$ cat src/rtl/core/tefh_pkg.sv
// Package: shared types, constants and SHA-256 helpers for the extension fingerprint hash.
package tefh_pkg;

	localparam logic [1:0] REQ_EXT    = 2'd0;
	localparam logic [1:0] REQ_BODY   = 2'd1;
	localparam logic [1:0] REQ_FINISH = 2'd2;

	localparam int QueueDepth = 4;

	typedef struct packed {
		logic [1:0]  req_type;
		logic [15:0] item_value;
	} in_item_t;

	typedef struct packed {
		logic [63:0] digest_word;
		logic        last_word;
	} out_item_t;

	// Classified work for the back part: an optional separator, an optional code, or finish.
	typedef struct packed {
		logic        finish;
		logic        has_code;
		logic        has_sep;
		logic [7:0]  sep;
		logic [15:0] code;
	} work_t;

	typedef logic [31:0] word_t;

	function automatic logic [7:0] hex_char(input logic [3:0] nib);
		logic [7:0] r;
		if (nib < 4'd10) r = 8'h30 + {4'd0, nib};
		else r = 8'h57 + {4'd0, nib};
		return r;
	endfunction

	function automatic logic is_grease(input logic [15:0] c);
		return (c[11:8] == 4'hA) && (c[3:0] == 4'hA) && (c[15:12] == c[7:4]);
	endfunction

	function automatic word_t rotr(input word_t x, input int n);
		return (x >> n) | (x << (32 - n));
	endfunction

	function automatic word_t iv_word(input logic [2:0] i);
		word_t r;
		unique case (i)
			3'd0: r = 32'h6a09e667;
			3'd1: r = 32'hbb67ae85;
			3'd2: r = 32'h3c6ef372;
			3'd3: r = 32'ha54ff53a;
			3'd4: r = 32'h510e527f;
			3'd5: r = 32'h9b05688c;
			3'd6: r = 32'h1f83d9ab;
			default: r = 32'h5be0cd19;
		endcase
		return r;
	endfunction

	localparam word_t RoundK [64] = '{
		32'h428a2f98, 32'h71374491, 32'hb5c0fbcf, 32'he9b5dba5, 32'h3956c25b, 32'h59f111f1,
		32'h923f82a4, 32'hab1c5ed5, 32'hd807aa98, 32'h12835b01, 32'h243185be, 32'h550c7dc3,
		32'h72be5d74, 32'h80deb1fe, 32'h9bdc06a7, 32'hc19bf174, 32'he49b69c1, 32'hefbe4786,
		32'h0fc19dc6, 32'h240ca1cc, 32'h2de92c6f, 32'h4a7484aa, 32'h5cb0a9dc, 32'h76f988da,
		32'h983e5152, 32'ha831c66d, 32'hb00327c8, 32'hbf597fc7, 32'hc6e00bf3, 32'hd5a79147,
		32'h06ca6351, 32'h14292967, 32'h27b70a85, 32'h2e1b2138, 32'h4d2c6dfc, 32'h53380d13,
		32'h650a7354, 32'h766a0abb, 32'h81c2c92e, 32'h92722c85, 32'ha2bfe8a1, 32'ha81a664b,
		32'hc24b8b70, 32'hc76c51a3, 32'hd192e819, 32'hd6990624, 32'hf40e3585, 32'h106aa070,
		32'h19a4c116, 32'h1e376c08, 32'h2748774c, 32'h34b0bcb5, 32'h391c0cb3, 32'h4ed8aa4a,
		32'h5b9cca4f, 32'h682e6ff3, 32'h748f82ee, 32'h78a5636f, 32'h84c87814, 32'h8cc70208,
		32'h90befffa, 32'ha4506ceb, 32'hbef9a3f7, 32'hc67178f2};

endpackage

$ cat src/rtl/core/tefh_front.sv
// Front part: accepts items, tracks body parsing and classifies each item into work.
module tefh_front import tefh_pkg::*; (
	input  logic     clk,
	input  logic     arst_n,
	input  logic     in_valid,
	output logic     in_ready,
	input  in_item_t in_item,
	output logic     wk_valid,
	input  logic     wk_ready,
	output work_t    wk_item
);

	logic        ext_seen_q;
	logic        algs_q;
	logic [16:0] idx_q;
	logic [16:0] end_q;
	logic [7:0]  held_q;
	logic        fin_pend_q;   // finish sent, hold the front until the queue has room
	logic        acc;
	logic [15:0] alg;
	logic        keep_alg;

	// Finish resets the front too; the next item waits while fin_pend_q is set, which clears once the queue has room.
	assign in_ready = wk_ready && !fin_pend_q;
	assign acc      = in_valid && in_ready;
	assign alg      = {held_q, in_item.item_value[7:0]};
	assign keep_alg = (idx_q != 17'd1) && idx_q[0] && (idx_q < end_q) && !is_grease(alg);

	always_comb begin
		wk_item          = '0;
		wk_item.code     = in_item.item_value;
		wk_valid         = 1'b0;
		unique case (in_item.req_type)
			REQ_EXT: begin
				wk_valid         = acc;
				wk_item.has_code = 1'b1;
				wk_item.has_sep  = ext_seen_q;
				wk_item.sep      = 8'h2c;
			end
			REQ_BODY: begin
				wk_valid         = acc && keep_alg;
				wk_item.code     = alg;
				wk_item.has_code = 1'b1;
				wk_item.has_sep  = 1'b1;
				wk_item.sep      = algs_q ? 8'h2c : 8'h5f;
			end
			REQ_FINISH: begin
				wk_valid       = acc;
				wk_item.finish = 1'b1;
			end
			default: wk_valid = 1'b0;
		endcase
	end

	always_ff @(posedge clk or negedge arst_n) begin
		if (!arst_n) begin
			ext_seen_q <= 1'b0;
			algs_q     <= 1'b0;
			idx_q      <= '0;
			end_q      <= '0;
			held_q     <= '0;
			fin_pend_q <= 1'b0;
		end else begin
			if (fin_pend_q && wk_ready) fin_pend_q <= 1'b0;
			if (acc) begin
				unique case (in_item.req_type)
					REQ_EXT: ext_seen_q <= 1'b1;
					REQ_BODY: begin
						if (idx_q == 17'd1)
							end_q <= 17'd2 + {1'b0, held_q, in_item.item_value[7:0]};
						else if (!idx_q[0])
							held_q <= in_item.item_value[7:0];
						else if (keep_alg)
							algs_q <= 1'b1;
						if (idx_q != 17'h1FFFF) idx_q <= idx_q + 17'd1;
					end
					REQ_FINISH: begin
						ext_seen_q <= 1'b0;
						algs_q     <= 1'b0;
						idx_q      <= '0;
						end_q      <= '0;
						held_q     <= '0;
						fin_pend_q <= 1'b1;
					end
					default: ;
				endcase
			end
		end
	end

endmodule

$ cat src/rtl/core/tefh_queue.sv
// Short work queue between the front and back parts.
module tefh_queue import tefh_pkg::*; (
	input  logic  clk,
	input  logic  arst_n,
	input  logic  wr_valid,
	output logic  wr_ready,
	input  work_t wr_item,
	output logic  rd_valid,
	input  logic  rd_ready,
	output work_t rd_item
);

	localparam int AW = $clog2(QueueDepth);

	work_t         mem_q [QueueDepth];
	logic [AW-1:0] wp_q;
	logic [AW-1:0] rp_q;
	logic [AW:0]   cnt_q;
	logic          wr;
	logic          rd;

	assign wr_ready = (cnt_q != QueueDepth[AW:0]);
	assign rd_valid = (cnt_q != '0);
	assign rd_item  = mem_q[rp_q];
	assign wr       = wr_valid && wr_ready;
	assign rd       = rd_valid && rd_ready;

	always_ff @(posedge clk) begin
		if (wr) mem_q[wp_q] <= wr_item;
	end

	always_ff @(posedge clk or negedge arst_n) begin
		if (!arst_n) begin
			wp_q  <= '0;
			rp_q  <= '0;
			cnt_q <= '0;
		end else begin
			if (wr) wp_q <= wp_q + 1'b1;
			if (rd) rp_q <= rp_q + 1'b1;
			cnt_q <= cnt_q + {{AW{1'b0}}, wr} - {{AW{1'b0}}, rd};
		end
	end

endmodule

$ cat src/rtl/core/tefh_sha_core.sv
// SHA-256 compression: one round a cycle over a 16-word schedule window.
module tefh_sha_core import tefh_pkg::*; (
	input  logic         clk,
	input  logic         arst_n,
	input  logic         start,
	input  logic [511:0] block,
	input  word_t        h_in [8],
	output logic         done,
	output word_t        h_out [8]
);

	word_t      w_q [16];
	word_t      v_q [8];
	logic [5:0] rnd_q;
	logic       run_q;
	word_t      s0, s1, wn, e1, ch, t1, a0, mj;

	always_comb begin
		s0 = rotr(w_q[1], 7) ^ rotr(w_q[1], 18) ^ (w_q[1] >> 3);
		s1 = rotr(w_q[14], 17) ^ rotr(w_q[14], 19) ^ (w_q[14] >> 10);
		wn = w_q[0] + s0 + w_q[9] + s1;
		e1 = rotr(v_q[4], 6) ^ rotr(v_q[4], 11) ^ rotr(v_q[4], 25);
		ch = (v_q[4] & v_q[5]) ^ (~v_q[4] & v_q[6]);
		t1 = v_q[7] + e1 + ch + RoundK[rnd_q] + w_q[0];
		a0 = rotr(v_q[0], 2) ^ rotr(v_q[0], 13) ^ rotr(v_q[0], 22);
		mj = (v_q[0] & v_q[1]) ^ (v_q[0] & v_q[2]) ^ (v_q[1] & v_q[2]);
	end

	always_comb begin
		for (int i = 0; i < 8; i++) h_out[i] = h_in[i] + v_q[i];
	end

	always_ff @(posedge clk) begin
		if (start) begin
			for (int i = 0; i < 16; i++) w_q[i] <= block[511 - 32*i -: 32];
			for (int i = 0; i < 8; i++) v_q[i] <= h_in[i];
		end else if (run_q) begin
			for (int i = 0; i < 15; i++) w_q[i] <= w_q[i+1];
			w_q[15] <= wn;
			v_q[7] <= v_q[6];
			v_q[6] <= v_q[5];
			v_q[5] <= v_q[4];
			v_q[4] <= v_q[3] + t1;
			v_q[3] <= v_q[2];
			v_q[2] <= v_q[1];
			v_q[1] <= v_q[0];
			v_q[0] <= t1 + a0 + mj;
		end
	end

	always_ff @(posedge clk or negedge arst_n) begin
		if (!arst_n) begin
			rnd_q <= '0;
			run_q <= 1'b0;
			done  <= 1'b0;
		end else begin
			done <= 1'b0;
			if (start) begin
				run_q <= 1'b1;
				rnd_q <= '0;
			end else if (run_q) begin
				rnd_q <= rnd_q + 6'd1;
				if (rnd_q == 6'd63) begin
					run_q <= 1'b0;
					done  <= 1'b1;
				end
			end
		end
	end

endmodule

$ cat src/rtl/core/tefh_back.sv
// Back part: writes characters and padding into the block, runs compression, emits digest.
module tefh_back import tefh_pkg::*; (
	input  logic      clk,
	input  logic      arst_n,
	input  logic      wk_valid,
	output logic      wk_ready,
	input  work_t     wk_item,
	output logic      out_valid,
	input  logic      out_ready,
	output out_item_t out_item
);

	typedef enum logic [2:0] {
		ST_IDLE, ST_CHARS, ST_HASH, ST_PAD, ST_LEN, ST_EMIT
	} state_t;

	state_t       st_q;
	state_t       ret_q;     // where to go after a compression
	logic [511:0] blk_q;     // byte 0 in the top eight bits
	logic [63:0]  nbytes_q;
	logic         any_q;
	word_t        cv_q [8];
	work_t        cur_q;
	logic [2:0]   ch_q;      // 0 separator, 1..4 hex nibbles
	logic [1:0]   oi_q;
	logic [63:0]  bits_q;
	logic [2:0]   li_q;
	logic         mark_q;    // next padding byte is the 0x80 marker
	logic         start;
	logic         start_q;   // core loads the block once its last byte is in
	logic         done;
	word_t        h_out [8];
	logic [7:0]   byte_d;
	logic [3:0]   nib;

	tefh_sha_core u_core (
		.clk   (clk),
		.arst_n(arst_n),
		.start (start_q),
		.block (blk_q),
		.h_in  (cv_q),
		.done  (done),
		.h_out (h_out)
	);

	always_comb begin
		unique case (ch_q)
			3'd1: nib = cur_q.code[15:12];
			3'd2: nib = cur_q.code[11:8];
			3'd3: nib = cur_q.code[7:4];
			default: nib = cur_q.code[3:0];
		endcase
		byte_d = (ch_q == 3'd0) ? cur_q.sep : hex_char(nib);
	end

	assign wk_ready  = (st_q == ST_IDLE);
	assign out_valid = (st_q == ST_EMIT);
	assign out_item.digest_word = any_q ? {cv_q[{oi_q, 1'b0}], cv_q[{oi_q, 1'b1}]} : 64'd0;
	assign out_item.last_word   = (oi_q == 2'd3);

	// a byte written now fills the block when the low six count bits are all ones
	logic full;
	assign full  = (nbytes_q[5:0] == 6'd63);
	assign start = (st_q inside {ST_CHARS, ST_PAD, ST_LEN}) && full &&
		!((st_q == ST_CHARS) && (ch_q == 3'd0) && !cur_q.has_sep);

	always_ff @(posedge clk) begin
		if (st_q == ST_CHARS && !(ch_q == 3'd0 && !cur_q.has_sep))
			blk_q[{~nbytes_q[5:0], 3'b000} +: 8] <= byte_d;
		else if (st_q == ST_PAD)
			blk_q[{~nbytes_q[5:0], 3'b000} +: 8] <= mark_q ? 8'h80 : 8'h00;
		else if (st_q == ST_LEN)
			blk_q[{~nbytes_q[5:0], 3'b000} +: 8] <= bits_q[63 - 8*li_q -: 8];
		if (wk_valid && wk_ready) cur_q <= wk_item;
	end

	always_ff @(posedge clk or negedge arst_n) begin
		if (!arst_n) begin
			st_q     <= ST_IDLE;
			ret_q    <= ST_IDLE;
			nbytes_q <= '0;
			any_q    <= 1'b0;
			ch_q     <= '0;
			oi_q     <= '0;
			bits_q   <= '0;
			li_q     <= '0;
			mark_q   <= 1'b0;
			start_q  <= 1'b0;
			for (int i = 0; i < 8; i++) cv_q[i] <= iv_word(3'(i));
		end else begin
			start_q <= start;
			unique case (st_q)
				ST_IDLE: begin
					if (wk_valid) begin
						ch_q <= 3'd0;
						oi_q <= 2'd0;
						li_q <= 3'd0;
						if (wk_item.finish) begin
							bits_q <= {nbytes_q[60:0], 3'b000};   // message length in bits
							mark_q <= 1'b1;
							st_q   <= any_q ? ST_PAD : ST_EMIT;
						end else begin
							st_q   <= ST_CHARS;
							any_q  <= 1'b1;
						end
					end
				end
				ST_CHARS: begin
					if (!(ch_q == 3'd0 && !cur_q.has_sep)) nbytes_q <= nbytes_q + 64'd1;
					ch_q <= ch_q + 3'd1;
					if (start) begin
						st_q  <= ST_HASH;
						ret_q <= (ch_q == 3'd4) ? ST_IDLE : ST_CHARS;
					end else if (ch_q == 3'd4) st_q <= ST_IDLE;
				end
				ST_PAD: begin
					nbytes_q <= nbytes_q + 64'd1;
					mark_q   <= 1'b0;
					if (start) begin
						st_q  <= ST_HASH;
						ret_q <= ST_PAD;
					end else if (nbytes_q[5:0] == 6'd55) st_q <= ST_LEN;
				end
				ST_LEN: begin
					nbytes_q <= nbytes_q + 64'd1;
					li_q     <= li_q + 3'd1;
					if (li_q == 3'd7) begin
						st_q  <= ST_HASH;
						ret_q <= ST_EMIT;
					end
				end
				ST_HASH: begin
					if (done) begin
						for (int i = 0; i < 8; i++) cv_q[i] <= h_out[i];
						// after a padding block, more padding until position 56
						if (ret_q == ST_PAD && nbytes_q[5:0] == 6'd56) st_q <= ST_LEN;
						else st_q <= ret_q;
					end
				end
				ST_EMIT: begin
					if (out_ready) begin
						oi_q <= oi_q + 2'd1;
						if (oi_q == 2'd3) begin
							st_q     <= ST_IDLE;
							nbytes_q <= '0;
							any_q    <= 1'b0;
							for (int i = 0; i < 8; i++) cv_q[i] <= iv_word(3'(i));
						end
					end
				end
				default: st_q <= ST_IDLE;
			endcase
		end
	end

endmodule

$ cat src/rtl/core/tls_extension_fingerprint_hash.sv
// Top level: extension fingerprint hash, front classifier, work queue and SHA-256 back part.
//
//  channel   | handshake             | payload
//  ----------+-----------------------+-------------------------------
//  input     | in_valid / in_ready   | in_item  (req_type, item_value)
//  output    | out_valid / out_ready | out_item (digest_word, last_word)
//
// An extension code or kept algorithm takes a back-part step to leave the queue, a separator
// slot and four hex characters, plus a compression whenever a 64-byte block fills and the
// single-round SHA-256 core runs (load, 64 rounds, fold into the chain value); finish adds
// padding and one or two compressions if items came, then four result items (zero if none).
// The front takes one item a cycle while the queue has room; a finish holds the front for
// the cycle after it, longer while the queue is full. Reset returns the chain value to the
// SHA-256 initial words.
module tls_extension_fingerprint_hash import tefh_pkg::*; (
	input  logic      clk,
	input  logic      arst_n,
	input  logic      in_valid,
	output logic      in_ready,
	input  in_item_t  in_item,
	output logic      out_valid,
	input  logic      out_ready,
	output out_item_t out_item
);

	logic  fq_valid, fq_ready, qb_valid, qb_ready;
	work_t fq_item, qb_item;

	tefh_front u_front (
		.clk(clk), .arst_n(arst_n),
		.in_valid(in_valid), .in_ready(in_ready), .in_item(in_item),
		.wk_valid(fq_valid), .wk_ready(fq_ready), .wk_item(fq_item)
	);

	tefh_queue u_queue (
		.clk(clk), .arst_n(arst_n),
		.wr_valid(fq_valid), .wr_ready(fq_ready), .wr_item(fq_item),
		.rd_valid(qb_valid), .rd_ready(qb_ready), .rd_item(qb_item)
	);

	tefh_back u_back (
		.clk(clk), .arst_n(arst_n),
		.wk_valid(qb_valid), .wk_ready(qb_ready), .wk_item(qb_item),
		.out_valid(out_valid), .out_ready(out_ready), .out_item(out_item)
	);

endmodule
$ cat config.mk
export PLATFORM = sky130hd
export DESIGN_NAME = tls_extension_fingerprint_hash
export DESIGN_NICKNAME = d
export VERILOG_FILES = /design/src/rtl/core/tefh_pkg.sv /design/src/rtl/core/tefh_front.sv /design/src/rtl/core/tefh_queue.sv /design/src/rtl/core/tefh_sha_core.sv /design/src/rtl/core/tefh_back.sv /design/src/rtl/core/tls_extension_fingerprint_hash.sv
export SDC_FILE = /design/constraint.sdc
export NUM_CORES = 2
export LEC_CHECK = 0
export ABC_AREA = 1
export CAP_MARGIN = 5
export CORE_ASPECT_RATIO = 1.75
export CORE_MARGIN = 8
export CORE_UTILIZATION = 65
export CTS_BUF_LIST = sky130_fd_sc_hd__clkbuf_4
export DETAILED_ROUTE_END_ITERATION = 8
export DONT_BUFFER_PORTS = 1
export PLACE_DENSITY = 0.81
export SLEW_MARGIN = 20
export SYNTH_ARGS = -nofsm -noshare
export SYNTH_HDL_FRONTEND = slang
export SYNTH_HIERARCHICAL = 1
export SYNTH_SLANG_ARGS = --single-unit
export TNS_END_PERCENT = 30
$ cat constraint.sdc
create_clock -name clk -period 42.6 [get_ports clk]
set_clock_uncertainty 0.2 [all_clocks]
set_input_delay 4.26 -clock clk [delete_from_list [all_inputs] [get_ports clk]]
set_output_delay 4.26 -clock clk [all_outputs]
set_load 0.05 [all_outputs]
==> out/metrics.yaml, run 1 <==
cts_hold_buffers: 0
finalWeightedCongestion: 1.21
first_global_vias: 116000
placement.io_buffers: 0
mappedNetlistArea_mm2: 0.115
cts_buffer_depth: 4
groute.usage.overall: 0.595
yosysWarnings: 6
status: "stopped before the end"
run.stop_error: "[ERROR GRT-0116] Global routing finished with congestion. Check the congestion regions in the DRC Viewer."
rows: 204
floorplan.die.height_um: 572
place.detailed.hpwl_mm: 372
pin_count_of_the_biggest_net_entering_global_routing: 204
root_buffer: "sky130_fd_sc_hd__clkbuf_4"
cts_resized: 0
gr-total-overflow: 16
htree_levels: 5
synthesis.instances: 13600
syn-num-nets: 14200
tritoncts.num_buffers: 415
dpl_cell_area_mm2: 0.116
synthesis.area_per_instance_um2: 8.45
fp.dieW_um: 334
stop_stage: "5_1_grt"
num_io_pins: 89
initial_core_util: 0.653
grt_pass1_wl_mm: 818
cts_post_setup_buffers_inserted: 0
-- routing by layer --
layer | GRT overflow | track usage
met5 | 0 | 0.0633
met4 | 10 | 0.689
met3 | 1 | 0.332
met2 | 5 | 0.868
met1 | 0 | 0.538
-- stage by stage --
step | hold slack [ns] | instances | utilization | worst slack, ns
CTS | 0.204 | 16200 | 0.692 | 33.10
detailed placement | 0.259 | 15400 | 0.662 | 34.01
global placement | 0.250 | 15400 | 0.661 | 34.04
floorplan | 0.237 | 13600 | - | 25.57
==> run 2, diff against run 1 <==
CORE_ASPECT_RATIO = not set   (was 1.75)
CORE_UTILIZATION = 40   (was 65)
CTS_BUF_LIST = not set   (was sky130_fd_sc_hd__clkbuf_4)
PLACE_DENSITY = not set   (was 0.81)
PLACE_DENSITY_LB_ADDON = 0.15   (was not set)
==> run 2 against run 1 <==
Effect of this change:
- synthesized area unchanged
- synthesized cell count unchanged
- the run now ends clean
==> out/metrics.yaml, run 2 <==
status: "finished clean"
mappedNetlistArea_mm2: 0.115
area_growth_pct: 9.67
via_count: 97800
detail_route.iter0.violations: 10800
cts_tree: "built"
final_net_count: 14000
num_io_pins: 89
layout_common_cells: "sky130_fd_sc_hd__nand2_1 (3,904), sky130_fd_sc_hd__edfxtp_1 (1,409), sky130_fd_sc_hd__inv_1 (1,376)"
achievable-frequency_ghz: 0.112
reg2reg_setup_slack_ns: 33.99
synthesis.instances: 13600
wirelength_mm: 470
place.detailed.hpwl_mm: 352
crit_path_end_kind: "output pin"
final_layout_size_suffix_gt1_frac: 0.0739
min_path_cells: 2
filler_free_cell_count_of_the_finished_design: 17300
viasPerCell: 5.64
clkLatencyLatePin_ns: 0.95
relSlewSlack: 0.124
setup-violations-final: 0
worst_hold_startpoint: "u_back/u_core/w_q[0][268]$_DFFE_PP_"
rows: 196
layout_min_cycle_time_ns: 8.96
min_period_over_period: 0.210
cts_resized: 0
timing.setup.tns_ns: 0
timing.reg2reg.worst_path_depth: 36
floorplan.die.height_um: 552
worstSetupStartpointType: "flip-flop"
cts_num_sinks: 1864
regToRegEndpoint: "u_back/u_core/v_q[0][23]$_DFFE_PP_"
initial_core_util: 0.402
design.core.area_mm2: 0.285
yosysWarnings: 6
tritoncts.num_buffers: 219
number_of_antenna_violations_at_the_first_check_in_global_routing: 9
timing.critical_path.required_ns: 38.14
layout.cells.most_common: "sky130_fd_sc_hd__nand2_1"
total_count_of_max_transition_violations_in_the_final_report: 0
postRouteAntennaNets: 0
first_global_vias: 95000
worstMarginPinSlew_ns: 1.30
max_cap_viol_count: 0
finalWeightedCongestion: 1.00
r2r_start: "u_back/u_core/rnd_q[0]$_DFFE_PN0P_"
grt_pass1_wl_mm: 672
path_max_fanout: 50
syn-num-nets: 14200
cts_hold_buffers: 0
clk_pin_slew_ns: 0.06
gr-total-overflow: 0
placement.io_buffers: 0
firstDrtPassIters: 8
cts_buffer_depth: 4
root_buffer: "sky130_fd_sc_hd__clkbuf_16"
timing.critical_path.from: "u_back/oi_q[0]$_DFFE_PN0P_"
wire_per_inst_um: 27.1
htree_levels: 4
setup_repair_after_global_routing_missed_its_margin: "no"
cts_post_setup_buffers_inserted: 0
placed_cells_incl_taps: 16900
worstPathArrival_ns: 4.50
detail_route.drc_violations: 0
hold_viol_final: 0
worst_hold_path.endpoint: "u_back/u_core/w_q[0][236]$_DFFE_PP_"
critical_path_class: "flip-flop to output pin"
pin_count_of_the_biggest_net_entering_global_routing: 190
die-area_mm2: 0.304
worstHoldPathType: "flip-flop to flip-flop"
synthesis.area_per_instance_um2: 8.45
groute.usage.overall: 0.300
fp.dieW_um: 552
run 2: metrics by stage:
step | hold WS, ns | instance area (um2) | setup WS, ns | util
final | 0.253 | 126000 | 33.64 | 0.441
after global routing | 0.283 | 126000 | 33.32 | 0.441
after CTS | 0.250 | 126000 | 33.56 | 0.441
after detailed placement | 0.254 | 118000 | 34.04 | 0.415
after global placement | 0.250 | 118000 | 34.04 | 0.415
after floorplan | 0.237 | 115000 | 25.57 | -
run 2: cell type report:
class | count | area, um2
Sequential cell | 1864 | 53900
Timing Repair Buffer | 160 | 1360
Multi-Input combinational cell | 9694 | 53100
Tap cell | 3762 | 4710
Clock buffer | 275 | 5880
Antenna cell | 8 | 20.0
Inverter | 1443 | 5460
Clock inverter | 126 | 1540
Fill cell | 28300 | 159000
run 2: worst max path at each step:
stage / to / slack [ns] / cells after the start
after floorplan: u_back/u_core/rnd_q[0]$_DFFE_PN0P_ / 25.57 / 4
after global placement: u_back/u_core/v_q[0][30]$_DFFE_PP_ / 34.04 / 36
after detailed placement: u_back/u_core/v_q[0][23]$_DFFE_PP_ / 34.04 / 36
after CTS: out_item[14] / 33.56 / 5
after global routing: u_back/u_core/v_q[0][23]$_DFFE_PP_ / 33.32 / 36
final: out_item[8] / 33.64 / 5
run 2: worst max-delay path, cell delays in order, from the launching register on:
cell	delay, ns
sky130_fd_sc_hd__dfrtp_4	0.57
sky130_fd_sc_hd__clkinv_2	0.39
sky130_fd_sc_hd__buf_4	0.52
sky130_fd_sc_hd__buf_4	0.53
sky130_fd_sc_hd__o21ai_0	0.53
sky130_fd_sc_hd__a21oi_1	1.01
run 2: routing by layer:
metal,vias up,share of wire,GRT usage
met5,-,0.00014,0
met4,10,0.065,0.160
met3,969,0.068,0.0420
met2,4161,0.46,0.493
met1,48000,0.41,0.384
li1,44700,-,-
Power of run 2 is left out: the tool's default activity adds up to more than one toggle a clock period on the data nets, which glitch-free logic cannot reach.
